**config.mk**
```make
export PLATFORM = sky130hd
export DESIGN_NAME = fpp_ram
export DESIGN_NICKNAME = d
export VERILOG_FILES = /design/src/rtl/core/fpp_ram.sv
export SDC_FILE = /design/constraint.sdc
export NUM_CORES = 1
export LEC_CHECK = 0
export BUFFER_PORTS_ARGS = -buffer_cell sky130_fd_sc_hd__buf_2
export CAP_MARGIN = 20
export CORE_ASPECT_RATIO = 0.8
export CORE_MARGIN = 2
export CORE_UTILIZATION = 59
export DETAILED_ROUTE_END_ITERATION = 6
export PLACE_DENSITY = 0.87
export SLEW_MARGIN = 25
export SYNTH_ARGS = -nofsm -noshare
export SYNTH_HDL_FRONTEND = slang
export SYNTH_SLANG_ARGS = --single-unit
```
**constraint.sdc**
```tcl
create_clock -name clk -period 2.45 [get_ports clk]
set_clock_uncertainty 0.15 [all_clocks]
set_input_delay 0.245 -clock clk [delete_from_list [all_inputs] [get_ports clk]]
set_output_delay 0.245 -clock clk [all_outputs]
set_load 0.02 [all_outputs]
```
**src/rtl/core/fpp_ram.sv**
```systemverilog
// Generic single-write, single-read RAM with registered read data.
module fpp_ram #(
  parameter int WIDTH = 8,
  parameter int DEPTH = 16
) (
  input  logic                     clk,
  input  logic                     we,
  input  logic [$clog2(DEPTH)-1:0] waddr,
  input  logic [WIDTH-1:0]         wdata,
  input  logic [$clog2(DEPTH)-1:0] raddr,
  output logic [WIDTH-1:0]         rdata
);

  logic [WIDTH-1:0] mem [DEPTH];

  always_ff @(posedge clk) begin
    if (we) begin
      mem[waddr] <= wdata;
    end
    rdata <= mem[raddr];
  end

endmodule

```
==> summary.md <==
| Metric | Value |
|---|---|
| Outcome | `finished clean` |
| Seq/Total Area, Yosys | `77.8%` |
| Synth Area per Inst | `22.5 sq um` |
| Root buf cell | `clkbuf_8` |
| Min-delay src | `waddr[0]` |
| Post-synthesis net count | `247` |
| Hold path cells | `3` |
| Final critical-path share of the clock period | `68.9%` |
| GPL Wtd Cong | `0.744` |
| Cell Area, Placed | `5480 sq um` |
| GRT Util Overall | `between 20 and 25%` |
| First-pass GRT wire length | `15,600 microns` |
| Asr flop ratio synth | `0%` |
| Hold WS | `0.157 ns` |
| Clock buffer depth | `2` |
| Initial Utilization | `about three fifths` |
| Post_cts resized | `0` |
| Vias | `between 2,000 and 3,000` |
| Count of buffers from port buffering | `25` |
| Reg2reg start | `mem[8][6]` |
| Slowest-stage cell, CP | `mux4_2` |
| Vias in the first global route | `2,556` |
| Data required, critical path | `2.67 ns` |
| Yosys reg bits | `about 140` |
| Area leader, netlist | `edfxtp_1` |
| Clock sink count | `136` |
| Reg2reg path depth | `3` |
| Unrepaired setup endpoints after global routing | `false` |
| Layout Nets | `308` |
| Clock Latency Late Sink | `just over 0.5 ns` |
| Static Leak | `roughly 2.1 nW` |
| Setup-failing EPs final | `0` |
| Area growth syn-to-layout | `18.5%` |
| Pin count of the biggest net entering global routing | `29` |
| CTS tree | `built` |
| Drc violations | `0` |
| Most frequent cell after synthesis | `edfxtp_1` |
| H-tree depth | `4` |
| Drt pass-1 iters | `5` |
| Pwr/cell area | `approximately 850 nW/um^2` |
| Max Clk Rate | `592 MHz` |
| CP endpoint kind | `flip-flop` |
| WL/cell | `25.8 microns` |
| Core area | `8480 sq um` |
| DP HPWL | `6210 microns` |
| Max-cap violations | `0` |
| Crit path DAT | `around 1.9 ns` |
| Worst path cell trace | `mux4_2, a22oi_1, nand2_1` |
| Hold_buf cts | `8` |
| Post-Synthesis Cells | `229` |
| Maximum vdd ir drop | `around 0.81 mV` |
| Crit path kind | `flip-flop to flip-flop` |
| Setup TNS | `0 ns` |
| Post-synth EDFFs | `128` |
| 1st-iter DRT viols | `327` |
| Flop-to-flop setup slack | `0.76 ns` |
| Yosys top cell area share | `74.7%` |
| Synth cell types | `19` |
| IO Pins | `26` |
| Max incr delay on CP | `around 0.52 ns` |
| Share of layout cells above drive strength 1 | `30.4%` |
| Die width | `between 100 and 150 microns` |
| Dominant synthesized flop cell | `edfxtp_1` |
| Num CTS Buffers | `17` |
| Startpoint Class | `flip-flop` |
| Area of the mapped netlist | `around 5100 sq um` |
| Slew Limit Fails | `0` |
| Finished Cell Area | `6100 sq um` |
| Crit path time final | `between 1.5 and 2 ns` |
| Total global routing overflow | `0` |
| Die height | `87.5 microns` |
| Worst slew margin | `approximately half` |
| Final Hold Fails | `0` |
| Crit path max fanout | `1` |
| Vias per cell | `slightly above 6` |
| Fin worst setup slack | `around 0.76 ns` |
| Row count | `30` |
| Filler cells | `514` |
| Final WL | `10,700 microns` |
| Ranking of synthesized cells by area | `edfxtp_1 (75%), mux4_2 (7.9%), mux4_1 (7.1%)` |
| Synth cell count leaders | `edfxtp_1 (128), mux4_2 (18), a22oi_1 (16), mux4_1 (14), nor2_1 (13)` |
| Setup bufs post-CTS | `0` |
| Initial antenna violation count | `0` |
| Clock Pin Slew Worst Setup and Hold Paths | `0.06 ns` |
| DP Worst Slack | `0.462 ns` |
| Hold Path Sink | `mem[4][1]` |
| Slew at the pin with the worst max-slew slack | `0.754 ns` |
| Reg-to-Reg End | `rdata[6]` |
| Post-DRT Antenna Nets | `0` |
| Register area | `4000 sq um` |
| Hold/Removal Path Class | `input port to flip-flop` |
| N_diodes | `0` |
| Synth warnings | `0` |
| Die area | `about 9500 sq um` |
| Pwr Total | `5.17 mW` |
| Area of the multi-input gates | `1060 sq um` |
-- cells in the final DEF, fill, tap and decap left out, drive strengths merged, types with 2 or more instances in the layout --
master and instances:
nand3b 2, clkbuf 20, clkinv 7, edfxtp 128
dlygate4sd3 8, nor3 4, mux4 32, nand2 9
buf 44, dfxtp 8, nor2 13, nand2b 2
clkinvlp 4, a22oi 16
-- stage by stage --
stage | utilization [%] | std cells
floorplan | - | 229
global placement | 64.6 | 375
detailed placement | 64.6 | 375
CTS | 71.9 | 415
global route | 71.9 | 415
finish | 71.9 | 415
-- layout make-up --
| class | instances | area share, % |
|---|---|---|
| timing repair buffer | 52 | 5.91 |
| sequential | 136 | 65.6 |
| multi-input combinational | 83 | 17.3 |
| tap | 112 | 2.30 |
| clock inverter | 12 | 1.72 |
| clock buffer | 20 | 7.14 |
-- kinds of logic (layout without fill, tap and decap cells) --
kind of cell / count (synthesis) / count (layout) / synth area share (%)
buffers and inverters: 10 / 84 / 1.68
flip-flops: 136 / 136 / 77.8
AND/OR/NAND/NOR: 35 / 35 / 3.18
AO/OA/AOI/OAI: 16 / 16 / 2.33
multiplexers: 32 / 32 / 15.0
-- registers in the layout, summed over array words and instances (netlist names) --
name / cells
rdata: 8
mem: 128
-- metal layers --
metal	vias up	wire length [microns]	share of wire [%]	track usage [%]
met5	-	0	0	0
met4	0	115	1.1	6.18
met3	14	901	8.4	7.89
met2	140	5410	50	39.4
met1	1316	4290	40	33.7
li1	1095	-	-	-
-- where the power goes --
| part | internal, mW | total [mW] | leakage (nW) | switching (mW) |
|---|---|---|---|---|
| registers | 2.60 | 2.62 | 1.22 | 0.0183 |
| logic | 0.111 | 0.266 | 0.609 | 0.156 |
| clock network | 1.36 | 2.28 | 0.254 | 0.918 |
-- worst max-delay path: cells and delay by family (launching register included) --
kind	cells	cell delay (ns)
mux	1	0.52
flops	1	0.43
compound gates	1	0.30
simple gates	1	0.15
-- worst max-delay path by stage --
stage	from	to	cells after the start
floorplan	waddr[2]	mem[0][0]	2
global placement	raddr[0]	rdata[5]	5
detailed placement	raddr[0]	rdata[3]	5
CTS	mem[8][6]	rdata[6]	3
global route	mem[8][6]	rdata[6]	3
finish	mem[8][6]	rdata[6]	3
No activity file was read; power rests on OpenSTA's default activity.
